<file path="src/rtl/bfs_path_finder_defines.svh">
// Assertion macros used by the path finder datapath.
`ifndef BFS_PATH_FINDER_DEFINES_SVH
`define BFS_PATH_FINDER_DEFINES_SVH

// Check that a condition holds at every clock edge out of reset.
`define BPF_ASSERT_ALWAYS(name, cond) \
  name: assert property (@(posedge clk) disable iff (rst) (cond)) \
    else $error("assertion failed");

// Check that a trigger implies a condition on the same edge.
`define BPF_ASSERT_IMPL(name, ante, cons) \
  name: assert property (@(posedge clk) disable iff (rst) (ante) |-> (cons)) \
    else $error("assertion failed");

// Check that a trigger implies a condition on the next edge.
`define BPF_ASSERT_NEXT(name, ante, cons) \
  name: assert property (@(posedge clk) disable iff (rst) (ante) |=> (cons)) \
    else $error("assertion failed");

`endif

</file>
<file path="src/rtl/bpf_pkg.sv">
// Types, codes and helper functions for the breadth-first path finder.
package bpf_pkg;

  localparam int VW     = 6;
  localparam int ROW_W  = 64;
  localparam int TALLYW = 12;
  localparam int CNTW   = 7;

  typedef enum logic [1:0] {
    OP_INSERT = 2'd0,
    OP_REMOVE = 2'd1,
    OP_FIND   = 2'd2,
    OP_NONE   = 2'd3
  } op_t;

  typedef enum logic [1:0] {
    ST_OK      = 2'd0,
    ST_NOPATH  = 2'd1,
    ST_INVALID = 2'd2,
    ST_RSVD    = 2'd3
  } status_t;

  typedef enum logic [1:0] {
    PV_ZERO = 2'd0,
    PV_CUR  = 2'd1,
    PV_SRC  = 2'd2,
    PV_RSVD = 2'd3
  } pv_sel_t;

  typedef enum logic [3:0] {
    S_IDLE,
    S_CHECK,
    S_EDGE_RA,
    S_EDGE_A,
    S_EDGE_RB,
    S_EDGE_B,
    S_RESULT,
    S_BFS_INIT,
    S_BFS_DEQ,
    S_BFS_X,
    S_BFS_ROW,
    S_BFS_SCAN,
    S_PATH_INIT,
    S_PATH_CHECK,
    S_PATH_WAIT,
    S_NOPATH
  } state_t;

  typedef struct packed {
    logic    capture;
    logic    edge_read_a;
    logic    edge_write_a;
    logic    edge_read_b;
    logic    edge_write_b;
    logic    bfs_init;
    logic    deq_read;
    logic    load_x;
    logic    load_cand;
    logic    scan_step;
    logic    path_init;
    logic    path_step;
    logic    load_out;
    status_t out_status;
    pv_sel_t out_pv;
    logic    out_last;
  } cmd_t;

  typedef struct packed {
    logic    skip;
    op_t     op;
    status_t res_status;
    logic    edge_change;
    logic    queue_ready;
    logic    cand_zero;
    logic    hit_dst;
    logic    path_more;
    logic    out_free;
  } sts_t;

  function automatic logic [VW-1:0] lowest_bit(input logic [ROW_W-1:0] word);
    logic [VW-1:0] idx;
    idx = '0;
    for (int i = ROW_W - 1; i >= 0; i--) begin
      if (word[i]) idx = VW'(i);
    end
    return idx;
  endfunction

endpackage

</file>
<file path="src/rtl/bpf_ctrl.sv">
// Control state machine for the breadth-first path finder.
module bpf_ctrl (
  input  logic          clk,
  input  logic          rst,
  input  logic          in_valid,
  output logic          in_ready,
  input  bpf_pkg::sts_t sts,
  output bpf_pkg::cmd_t cmd
);
  import bpf_pkg::*;

  state_t state, state_next;

  always_ff @(posedge clk) begin
    if (rst) state <= S_IDLE;
    else     state <= state_next;
  end

  always_comb begin
    state_next = state;
    unique case (state)
      S_IDLE:       if (in_valid) state_next = S_CHECK;
      S_CHECK: begin
        priority if (sts.skip)           state_next = S_RESULT;
        else if (sts.op == OP_FIND)      state_next = S_BFS_INIT;
        else                             state_next = S_EDGE_RA;
      end
      S_EDGE_RA:    state_next = S_EDGE_A;
      S_EDGE_A:     state_next = sts.edge_change ? S_EDGE_RB : S_RESULT;
      S_EDGE_RB:    state_next = S_EDGE_B;
      S_EDGE_B:     state_next = S_RESULT;
      S_RESULT:     if (sts.out_free) state_next = S_IDLE;
      S_BFS_INIT:   state_next = S_BFS_DEQ;
      S_BFS_DEQ:    state_next = sts.queue_ready ? S_BFS_X : S_NOPATH;
      S_BFS_X:      state_next = S_BFS_ROW;
      S_BFS_ROW:    state_next = S_BFS_SCAN;
      S_BFS_SCAN: begin
        priority if (sts.cand_zero) state_next = S_BFS_DEQ;
        else if (sts.hit_dst)       state_next = S_PATH_INIT;
        else                        state_next = S_BFS_SCAN;
      end
      S_PATH_INIT:  state_next = S_PATH_CHECK;
      S_PATH_CHECK: if (sts.out_free) state_next = sts.path_more ? S_PATH_WAIT : S_IDLE;
      S_PATH_WAIT:  if (sts.out_free) state_next = S_PATH_CHECK;
      S_NOPATH:     if (sts.out_free) state_next = S_IDLE;
      default:      state_next = S_IDLE;
    endcase
  end

  always_comb begin
    cmd            = '0;
    cmd.out_status = ST_OK;
    cmd.out_pv     = PV_ZERO;
    in_ready       = 1'b0;
    unique case (state)
      S_IDLE: begin
        in_ready    = 1'b1;
        cmd.capture = in_valid;
      end
      S_EDGE_RA:   cmd.edge_read_a = 1'b1;
      S_EDGE_A:    cmd.edge_write_a = sts.edge_change;
      S_EDGE_RB:   cmd.edge_read_b = 1'b1;
      S_EDGE_B:    cmd.edge_write_b = 1'b1;
      S_RESULT: begin
        cmd.load_out   = sts.out_free;
        cmd.out_status = sts.res_status;
        cmd.out_last   = 1'b1;
      end
      S_BFS_INIT:  cmd.bfs_init = 1'b1;
      S_BFS_DEQ:   cmd.deq_read = sts.queue_ready;
      S_BFS_X:     cmd.load_x = 1'b1;
      S_BFS_ROW:   cmd.load_cand = 1'b1;
      S_BFS_SCAN:  cmd.scan_step = !sts.cand_zero;
      S_PATH_INIT: cmd.path_init = 1'b1;
      S_PATH_CHECK: begin
        cmd.load_out = sts.out_free;
        cmd.out_pv   = sts.path_more ? PV_CUR : PV_SRC;
        cmd.out_last = !sts.path_more;
      end
      S_PATH_WAIT: cmd.path_step = sts.out_free;
      S_NOPATH: begin
        cmd.load_out   = sts.out_free;
        cmd.out_status = ST_NOPATH;
        cmd.out_last   = 1'b1;
      end
      default: ;
    endcase
  end

endmodule

</file>
<file path="config.mk">
export PLATFORM = sky130hd
export DESIGN_NAME = bpf_ctrl
export DESIGN_NICKNAME = d
export VERILOG_FILES = /design/src/rtl/bfs_path_finder_defines.svh /design/src/rtl/bpf_pkg.sv /design/src/rtl/bpf_ctrl.sv
export SDC_FILE = /design/constraint.sdc
export NUM_CORES = 1
export LEC_CHECK = 0
export BUFFER_PORTS_ARGS = -buffer_cell sky130_fd_sc_hd__buf_2
export CELL_PAD_IN_SITES_DETAIL_PLACEMENT = 0
export CELL_PAD_IN_SITES_GLOBAL_PLACEMENT = 2
export CORE_ASPECT_RATIO = 0.8
export CORE_MARGIN = 10
export CORE_UTILIZATION = 22
export DETAILED_ROUTE_END_ITERATION = 10
export PLACE_DENSITY = 0.8
export SLEW_MARGIN = 0
export SYNTH_ARGS = -nofsm -noshare
export SYNTH_HDL_FRONTEND = slang
export SYNTH_SLANG_ARGS = --single-unit
</file>
<file path="constraint.sdc">
create_clock -name clk -period 3.4 [get_ports clk]
set_input_delay 0.51 -clock clk [delete_from_list [all_inputs] [get_ports clk]]
set_output_delay 0.51 -clock clk [all_outputs]
set_load 0.02 [all_outputs]
</file>
==> implementation parameters <==
Parameter                              Value

Outcome
  Status ... finished, final reports clean

Finish
  Net count, final ... 131
  Area delta synth->final ... 32.4%
  Count of filler cells inserted in the layout ... 301
  Largest register FFs ... 4
  Register ranked first by flip-flop count ... state
  Count of antenna diodes in the layout ... 0
  Count of non-filler cells in the finished layout ... 151
  Largest registers ... state: 4 flops
  Share of cells above drive strength 1 ... 0.348

Detailed routing
  Total number of vias ... 727
  Remaining design rule violation count ... 0
  Violation count after the first detailed-route iteration ... 49
  Vias per inst ... 4.81
  Antenna Nets Post-Route ... 0
  Average detailed-routed wire length per instance ... 13.9 microns
  Wire length reported by the detailed router ... 2.11 mm
  Number of optimization iterations in the first detailed-route pass ... 4

Worst setup path
  Highest fanout seen on the critical path ... 22
  Required time reported for the critical path endpoint ... 2.89 ns
  Critical path class ... flip-flop to output port
  Kind of start point of the critical path ... flip-flop
  Kind of end point of the critical path ... output port
  Endpoint arrival time on the critical path ... 1.80 ns

Logic synthesis
  Fraction of the yosys area taken by sequential cells ... 0.142
  Post-synth design cell area ... 564 sq um
  Unique cell type count in the Yosys netlist ... 32
  Mapped Avg Cell Area ... 6.49 sq um
  Post-synthesis sequential element count ... 4
  Nets in the synthesized netlist ... 101
  Post-Syn Instances ... 87
  Warnings, synthesis ... 0

GRT
  Number of antenna violations at the first check in global routing ... 0
  GRT Resource Usage Total ... 0.0786
  Via count of the first global-routing pass ... 725
  GRT Residual Overflow ... 0
  Wire length of the first global-routing pass ... 3.35 mm
  Pin count of the biggest net entering global routing ... 23

Floorplanning
  Area of the die ... 0.00500 sq mm
  Std cell rows ... 16
  Number of placed I/O pins ... 33
  Die H ... 65.3 microns
  Floorplan die width ... 76.6 microns
  Initial Util ... 0.231
  Core area ... 0.00244 sq mm

Placed design
  Post-DP HPWL ... 1.63 mm
  Number of cells in the design after placement ... 148
  Number of buffers inserted by port buffering ... 32
  Placer Congestion ... 0.777

Pwr
  Power per cell area ... 419 mW/mm^2
  Leakage dissipation ... 0.000341 uW
  Peak ir drop on the vdd network ... 0.111 mV

Clock network
  Post-CTS Setup Inserts ... 0
  Buffer levels on the longest clock path ... 2
  PostCTS Resize Cnt ... 0
  H-Tree Depth ... 1
  Root buf cell ... clkbuf_4
  CTS buffer count ... 3
  Clock latency of the later-clocked register in the worst-skew pair ... 0.24 ns
  TritonCTS sink count ... 4
  Clock tree from TritonCTS ... built
  Number of buffers inserted for hold repair after clock tree synthesis ... 0
  Post-CTS clock slew at the launch and capture registers of the worst setup and hold paths ... 0.04 ns

Timing
  Total setup violations reported at the end of the flow ... 0
  Worst slew margin relative to its limit ... 0.517
  Clk_skew ... 0.00545 ns
  Share of the clock period used by the worst path after layout ... 0.679
  Unrepaired setup endpoints after global routing ... false
  Worst Hold Margin ... 0.484 ns
  Minimum clock period after layout ... 2.31 ns
  Achievable clock frequency ... 0.433 GHz
  Number of pins with negative max-slew slack in the final report ... 0
  Total negative setup slack ... 0 ns
  Final Hold Fails ... 0
  Slew at the pin with the worst max-slew slack ... 0.723 ns

Job
  Number of max-cap violations ... 0

Min path
  Worst min-delay path category ... primary input to flip-flop
## worst max-delay path, cell delays in order (launching register included)
cell	delay [ns]
dfxtp_1	0.77
nand2_1	0.24
nor4b_1	0.33
buf_2	0.22
## metal layers
layer  global-route usage  vias to the layer above  share of wire
met5                    0                        -              0
met4               0.0278                        0         0.0076
met3               0.0313                        2          0.081
met2                0.110                       31           0.40
met1                0.105                      325           0.51
li1                     -                      369              -
## cells in the mapped netlist
cell type	n	area share
a2111oi_2	1	0.027
o41ai_2	1	0.029
a311oi_1	1	0.016
o311ai_1	1	0.016
dfxtp_1	4	0.14
o31ai_1	1	0.013
nand3_1	2	0.018
buf_4	4	0.053
and2_1	3	0.033
o21ai_0	5	0.044
a22o_1	1	0.016
nand2_1	9	0.060
a21oi_1	6	0.053
and3_1	2	0.022
a211o_1	1	0.016
a31oi_1	1	0.011
buf_2	3	0.027
inv_1	4	0.027
a21o_1	1	0.013
a221oi_1	1	0.016
nor4b_1	2	0.031
a211oi_1	1	0.013
nor2_1	10	0.067
nor3_1	7	0.062
nor4_2	1	0.022
o21ai_1	1	0.0089
or2_0	1	0.011
nand2b_1	7	0.078
o21a_1	1	0.013
o2bb2ai_1	1	0.016
inv_2	2	0.013
or3b_1	1	0.016
## per-stage QoR
stage                     setup slack (ns)  utilization  area (sq um)  power [uW]
after global placement                1.39        0.297           724         254
after floorplan                       1.35            -           564         211
after CTS                             1.07        0.306           747         316
after global routing                 0.902        0.306           747         338
after detailed placement              1.33        0.297           724         255
final                                 1.09        0.306           747         313
## area by class of cell
cell class / count / area (sq um) / area share
multi-input combinational: 70 / 417 / 0.558
clock buffer: 3 / 22.5 / 0.0302
timing repair buffer: 32 / 160 / 0.214
inverter: 6 / 22.5 / 0.0302
sequential: 4 / 80.1 / 0.107
tap: 36 / 45.0 / 0.0603
## logic make-up (layout without fill, tap and decap cells)
group                  Yosys count  count (layout)  share of synthesized area
buffers and inverters           13              41                      0.120
and+or+nand+nor                 45              45                      0.419
AOI/OAI and AO/OA               25              25                      0.319
DFF                              4               4                      0.142
## placed cells by master, fill, tap and decap left out, types with 2 or more instances in the layout
master / synthesis / routed
inv_2: 2 / 2
nand2b_1: 7 / 7
nor2_1: 10 / 10
dfxtp_1: 4 / 4
nor3_1: 7 / 7
o21ai_0: 5 / 5
a21oi_1: 6 / 6
clkbuf_4: 0 / 3
and2_1: 3 / 3
buf_2: 3 / 32
and3_1: 2 / 2
nand3_1: 2 / 2
nor4b_1: 2 / 2
nand2_1: 9 / 9
inv_1: 4 / 4
## power breakdown
group	internal, uW	total (uW)	switching [uW]	leakage, uW
logic	62.3	151	88.5	0.000294
registers	56.4	102	45.9	0.0000330
clock network	39.5	59.9	20.3	0.0000138
total	158	313	155	0.000341
## final timing paths
path	end	cells after the start	slack [ns]	from
worst max-delay path	cmd[11]	3	1.09	state[3]
worst min-delay path	state[0]	2	0.48	rst
worst max register to register	state[1]	4	1.73	state[0]
worst min register to register	state[3]	2	0.83	state[2]
Note: power is estimated with default switching activity, not from simulation.
